File: config.mk
export PLATFORM = sky130hd
export DESIGN_NAME = bpa_scan
export DESIGN_NICKNAME = d
export VERILOG_FILES = /design/src/sv/bpa_pkg.sv /design/src/sv/bpa_scan.sv
export SDC_FILE = /design/constraint.sdc
export NUM_CORES = 1
export LEC_CHECK = 0
export BUFFER_PORTS_ARGS = -buffer_cell sky130_fd_sc_hd__buf_2
export CORE_MARGIN = 1.5
export CORE_UTILIZATION = 62
export DETAILED_ROUTE_END_ITERATION = 16
export GPL_TIMING_DRIVEN = 0
export PLACE_DENSITY_LB_ADDON = 0.1
export SKIP_LAST_GASP = 1
export SYNTH_ARGS = -nofsm -noshare
export SYNTH_HDL_FRONTEND = slang
export SYNTH_SLANG_ARGS = --single-unit
File: constraint.sdc
create_clock -name vclk -period 29.5
set_clock_uncertainty 0.15 [all_clocks]
set_input_delay 5.9 -clock vclk [all_inputs]
set_output_delay 5.9 -clock vclk [all_outputs]
set_load 0.05 [all_outputs]
File: src/sv/bpa_pkg.sv
// Shared constants, codes and payload types for the bitmap page allocator.
`timescale 1ns / 1ps
`default_nettype none

package bpa_pkg;

    localparam int MAP_WORDS       = 128;
    localparam int PAGE_BYTES_LOG2 = 12;
    localparam int WORD_BITS       = 32;
    localparam int BIT_W           = $clog2(WORD_BITS);
    localparam int WORD_AW         = (MAP_WORDS > 1) ? $clog2(MAP_WORDS) : 1;
    localparam int PG_W            = WORD_AW + BIT_W;
    localparam int RUN_W           = $clog2(MAP_WORDS * WORD_BITS + 1);
    localparam int COUNT_W         = 13;
    localparam int CMP_W           = ((RUN_W > COUNT_W) ? RUN_W : COUNT_W) + 1;
    localparam int ACTIVE_W        = $clog2(MAP_WORDS + 1);
    localparam int WORD_SHIFT      = PAGE_BYTES_LOG2 + BIT_W;
    localparam int CFG_IDX_W       = 1;
    localparam int CFG_DATA_W      = 32;

    localparam logic [1:0] OP_ALLOC = 2'd0;
    localparam logic [1:0] OP_FREE  = 2'd1;
    localparam logic [1:0] OP_QUERY = 2'd2;

    localparam logic [1:0] PS_OUTSIDE = 2'd0;
    localparam logic [1:0] PS_USED    = 2'd1;
    localparam logic [1:0] PS_FREE    = 2'd2;

    localparam logic [CFG_IDX_W-1:0] CFG_BASE_ADDRESS = 1'b0;
    localparam logic [CFG_IDX_W-1:0] CFG_WORDS_IN_USE = 1'b1;

    typedef struct packed {
        logic [1:0]         operation;
        logic [31:0]        address;
        logic [COUNT_W-1:0] page_count;
    } t_in_item;

    typedef struct packed {
        logic [31:0] result_address;
        logic        status;
        logic [1:0]  page_state;
    } t_out_item;

    typedef struct packed {
        logic             hit;
        logic [BIT_W-1:0] hit_bit;
        logic [RUN_W-1:0] carry_next;
    } t_scan_res;

endpackage

`default_nettype wire

File: src/sv/bpa_scan.sv
// Word evaluator: extends a free-page run across one bitmap word.
`timescale 1ns / 1ps
`default_nettype none

module bpa_scan (
    input  wire  [bpa_pkg::WORD_BITS-1:0] i_word,
    input  wire  [bpa_pkg::RUN_W-1:0]     i_carry,
    input  wire  [bpa_pkg::COUNT_W-1:0]   i_count,
    output bpa_pkg::t_scan_res            o_res
);

    // z: one past the position of the last used page at or below each bit
    logic [bpa_pkg::BIT_W:0]   z    [0:bpa_pkg::BIT_W][0:bpa_pkg::WORD_BITS-1];
    logic [bpa_pkg::CMP_W-1:0] run  [0:bpa_pkg::WORD_BITS-1];
    logic [bpa_pkg::WORD_BITS-1:0] hitv;
    logic [bpa_pkg::BIT_W:0]   top;

    always_comb begin
        for (int i = 0; i < bpa_pkg::WORD_BITS; i++) begin
            z[0][i] = i_word[i] ? '0 : (bpa_pkg::BIT_W + 1)'(i + 1);
        end
        for (int l = 0; l < bpa_pkg::BIT_W; l++) begin
            for (int i = 0; i < bpa_pkg::WORD_BITS; i++) begin
                if (i >= (1 << l) && z[l][(i >= (1 << l)) ? i - (1 << l) : i] > z[l][i]) begin
                    z[l+1][i] = z[l][(i >= (1 << l)) ? i - (1 << l) : i];
                end else begin
                    z[l+1][i] = z[l][i];
                end
            end
        end
        for (int i = 0; i < bpa_pkg::WORD_BITS; i++) begin
            if (z[bpa_pkg::BIT_W][i] == '0) begin
                run[i] = bpa_pkg::CMP_W'(i_carry) + bpa_pkg::CMP_W'(i + 1);
            end else begin
                run[i] = bpa_pkg::CMP_W'(i + 1) - bpa_pkg::CMP_W'(z[bpa_pkg::BIT_W][i]);
            end
            hitv[i] = i_word[i] && (run[i] >= bpa_pkg::CMP_W'(i_count));
        end
    end

    always_comb begin
        o_res.hit     = |hitv;
        o_res.hit_bit = '0;
        for (int i = bpa_pkg::WORD_BITS - 1; i >= 0; i--) begin
            if (hitv[i]) begin
                o_res.hit_bit = bpa_pkg::BIT_W'(i);
            end
        end
        top = z[bpa_pkg::BIT_W][bpa_pkg::WORD_BITS-1];
        if (top == '0) begin
            o_res.carry_next = bpa_pkg::RUN_W'(32'(i_carry) + bpa_pkg::WORD_BITS);
        end else begin
            o_res.carry_next = bpa_pkg::RUN_W'(bpa_pkg::WORD_BITS - 32'(top));
        end
    end

endmodule

`default_nettype wire

==> impl_metrics.json <==
{
  "grt_pass1_wl_mm": 191,
  "end_kind": "primary output",
  "cp_max_fo": 10,
  "topRoutingLayerUsed": "met5",
  "wire_per_inst_um": 25.9,
  "report.final.hold_viol_count": 0,
  "place_congestion": 1.16,
  "dr.pass1.iters": 9,
  "slew_violations": 22,
  "synth_mux_area_share_pct": 5.28,
  "syn_to_final_growth_pct": 4.64,
  "drcViolationCount": 0,
  "regArea_um2": 0,
  "violations": "capacitance limit, slew limit",
  "critPathMaxStageDelay_ns": 0.69,
  "row_count": 81,
  "crit_type": "in2out",
  "drive_gt1_share_pct": 6.65,
  "synthesis.area_um2": 30700,
  "final_cell_mix": "764 x ha_1, 445 x nor2_1, 372 x nand2_1, 372 x a21oi_1, 312 x inv_1",
  "grt.overflow.total": 0,
  "synthCells": 4357,
  "yosysSeqAreaShare_pct": 0,
  "grt_max_degree": 33,
  "final-setup-viol-count": 0,
  "rsz0062_at_grt": "false",
  "wl_met3_mm": 19.3,
  "routed_via_density": 6.76,
  "tightest_slew_ns": 1.53,
  "met2_wirelength_mm": 50.6,
  "drv_cap": 3,
  "antenna_found_initial": 4,
  "status": "finished, violations left",
  "grt_usage_pct": 50.1,
  "synthAdderAreaFrac_pct": 31.2,
  "ys_warn_count": 0,
  "post-route-period-util_pct": 86.1,
  "io_buffers": 65,
  "seq_cell_count": 0,
  "grt_pass1_vias": 30600,
  "ctsResizeCount": 0,
  "syn_nets": 5179,
  "clkbuf_count": 0,
  "worst_setup_path_start_kind": "primary input",
  "start_util_pct": 62.8,
  "slowest_stage": "a211oi_1",
  "synth_cell_types": 124,
  "multi_input_area_um2": 28600,
  "die_area_um2": 50800,
  "first_iter_violations": 5042,
  "postRouteAntennaNets": 0,
  "fillCellCount": 4640,
  "post-cts-setup-buffer-count": 0,
  "final_common_cell": "ha_1",
  "arrival_ns": 19.36,
  "vias": 34500,
  "holdCritStartpoint": "i_word[31]",
  "crit_required_ns": 23.45,
  "yosys.area_share.simple_pct": 21.7,
  "dp_hpwl_mm": 105,
  "whs_path_depth": 5,
  "synth_xor_area_share_pct": 7.99,
  "max-slew-margin-rel_pct": -2.11,
  "cts_hold_buf": 0,
  "synth_top_family_by_area": "adder cells",
  "nets": 5259,
  "synth.avg_cell_area_um2": 7.04,
  "pin_count": 77,
  "drt-total-wl_mm": 132,
  "worstHoldPathType": "in2out",
  "fmax_mhz": 39.4,
  "wl_met1_mm": 51.9,
  "min_to": "o_res[5]",
  "layout_min_cycle_time_ns": 25.41,
  "fin_setup_tns_ns": 0,
  "synth_compound_area_share_pct": 27.1,
  "die_width_um": 225,
  "core_um2": 48800,
  "die_y_um": 225
}
metal layers:
metal / vias to the layer above / GRT usage (%)
li1: 15900 / -
met1: 15700 / 65.9
met2: 2346 / 71.5
met3: 550 / 13.7
met4: 4 / 31.9
met5: - / 0
layout make-up:
class,count,share of cell area [%]
Antenna cell,1,0.00780
Buffer,176,2.34
Inverter,347,4.09
Multi-Input combinational cell,3834,89.1
Tap cell,664,2.59
Timing Repair Buffer,78,1.83
synthesized netlist by cell type, types with 21 or more instances:
master	n	area, um^2
a211oi_1	39	293
a21o_1	111	833
a21oi_1	372	1860
a31oi_1	44	275
and2_1	48	300
and3_1	35	219
buf_2	22	110
clkbuf_1	123	462
ha_1	764	9560
inv_1	324	1220
mux2_2	51	574
mux2i_1	100	1000
nand2_1	372	1400
nand2b_1	81	507
nand3_1	92	460
nand4_1	38	238
nor2_1	445	1670
nor2b_1	93	582
nor3_1	40	200
o2111ai_1	21	184
o211ai_1	39	293
o21a_1	54	405
o21ai_0	287	1440
o31ai_1	22	165
or2_2	24	150
or3_1	30	188
xnor2_1	169	1480
xor2_1	107	937
critical path, delay by kind of cell:
family                     cells  cell delay [ns]
buffers and inverters         10             2.33
muxes                          2             0.91
AOI/OAI and AO/OA             19             5.45
adders and majority gates      7             2.22
and+or+nand+nor               12             2.52
worst max path at each step:
stage               startpoint  slack, ns  cells after the start         to
floorplan           i_word[18]       6.74                     47  o_res[17]
global placement    i_word[18]       4.74                     50  o_res[18]
detailed placement  i_word[18]       4.74                     50  o_res[18]
CTS                 i_word[18]       4.69                     50  o_res[18]
global route        i_word[18]       3.62                     50  o_res[18]
finish              i_word[18]       4.09                     50  o_res[18]
logic make-up after synthesis:
| group | after synthesis |
|---|---|
| simple gates | 1382 |
| compound gates | 1254 |
| fa+ha+maj | 766 |
| buf+inv | 523 |
| xor+xnor | 278 |
| mux | 154 |
stage by stage:
step | worst slack (ns) | hold slack [ns] | std cells | utilization, % | instance area (um^2)
6_report | 4.09 | 12.33 | 5100 | 65.7 | 32100
5_1_grt | 3.62 | 12.36 | 5099 | 65.7 | 32100
4_1_cts | 4.69 | 12.32 | 5099 | 65.7 | 32100
3_5_place_dp | 4.74 | 12.32 | 5099 | 65.7 | 32100
3_3_place_gp | 4.74 | 12.31 | 5086 | 65.1 | 31800
2_1_floorplan | 6.74 | 12.05 | 4357 | - | 30700
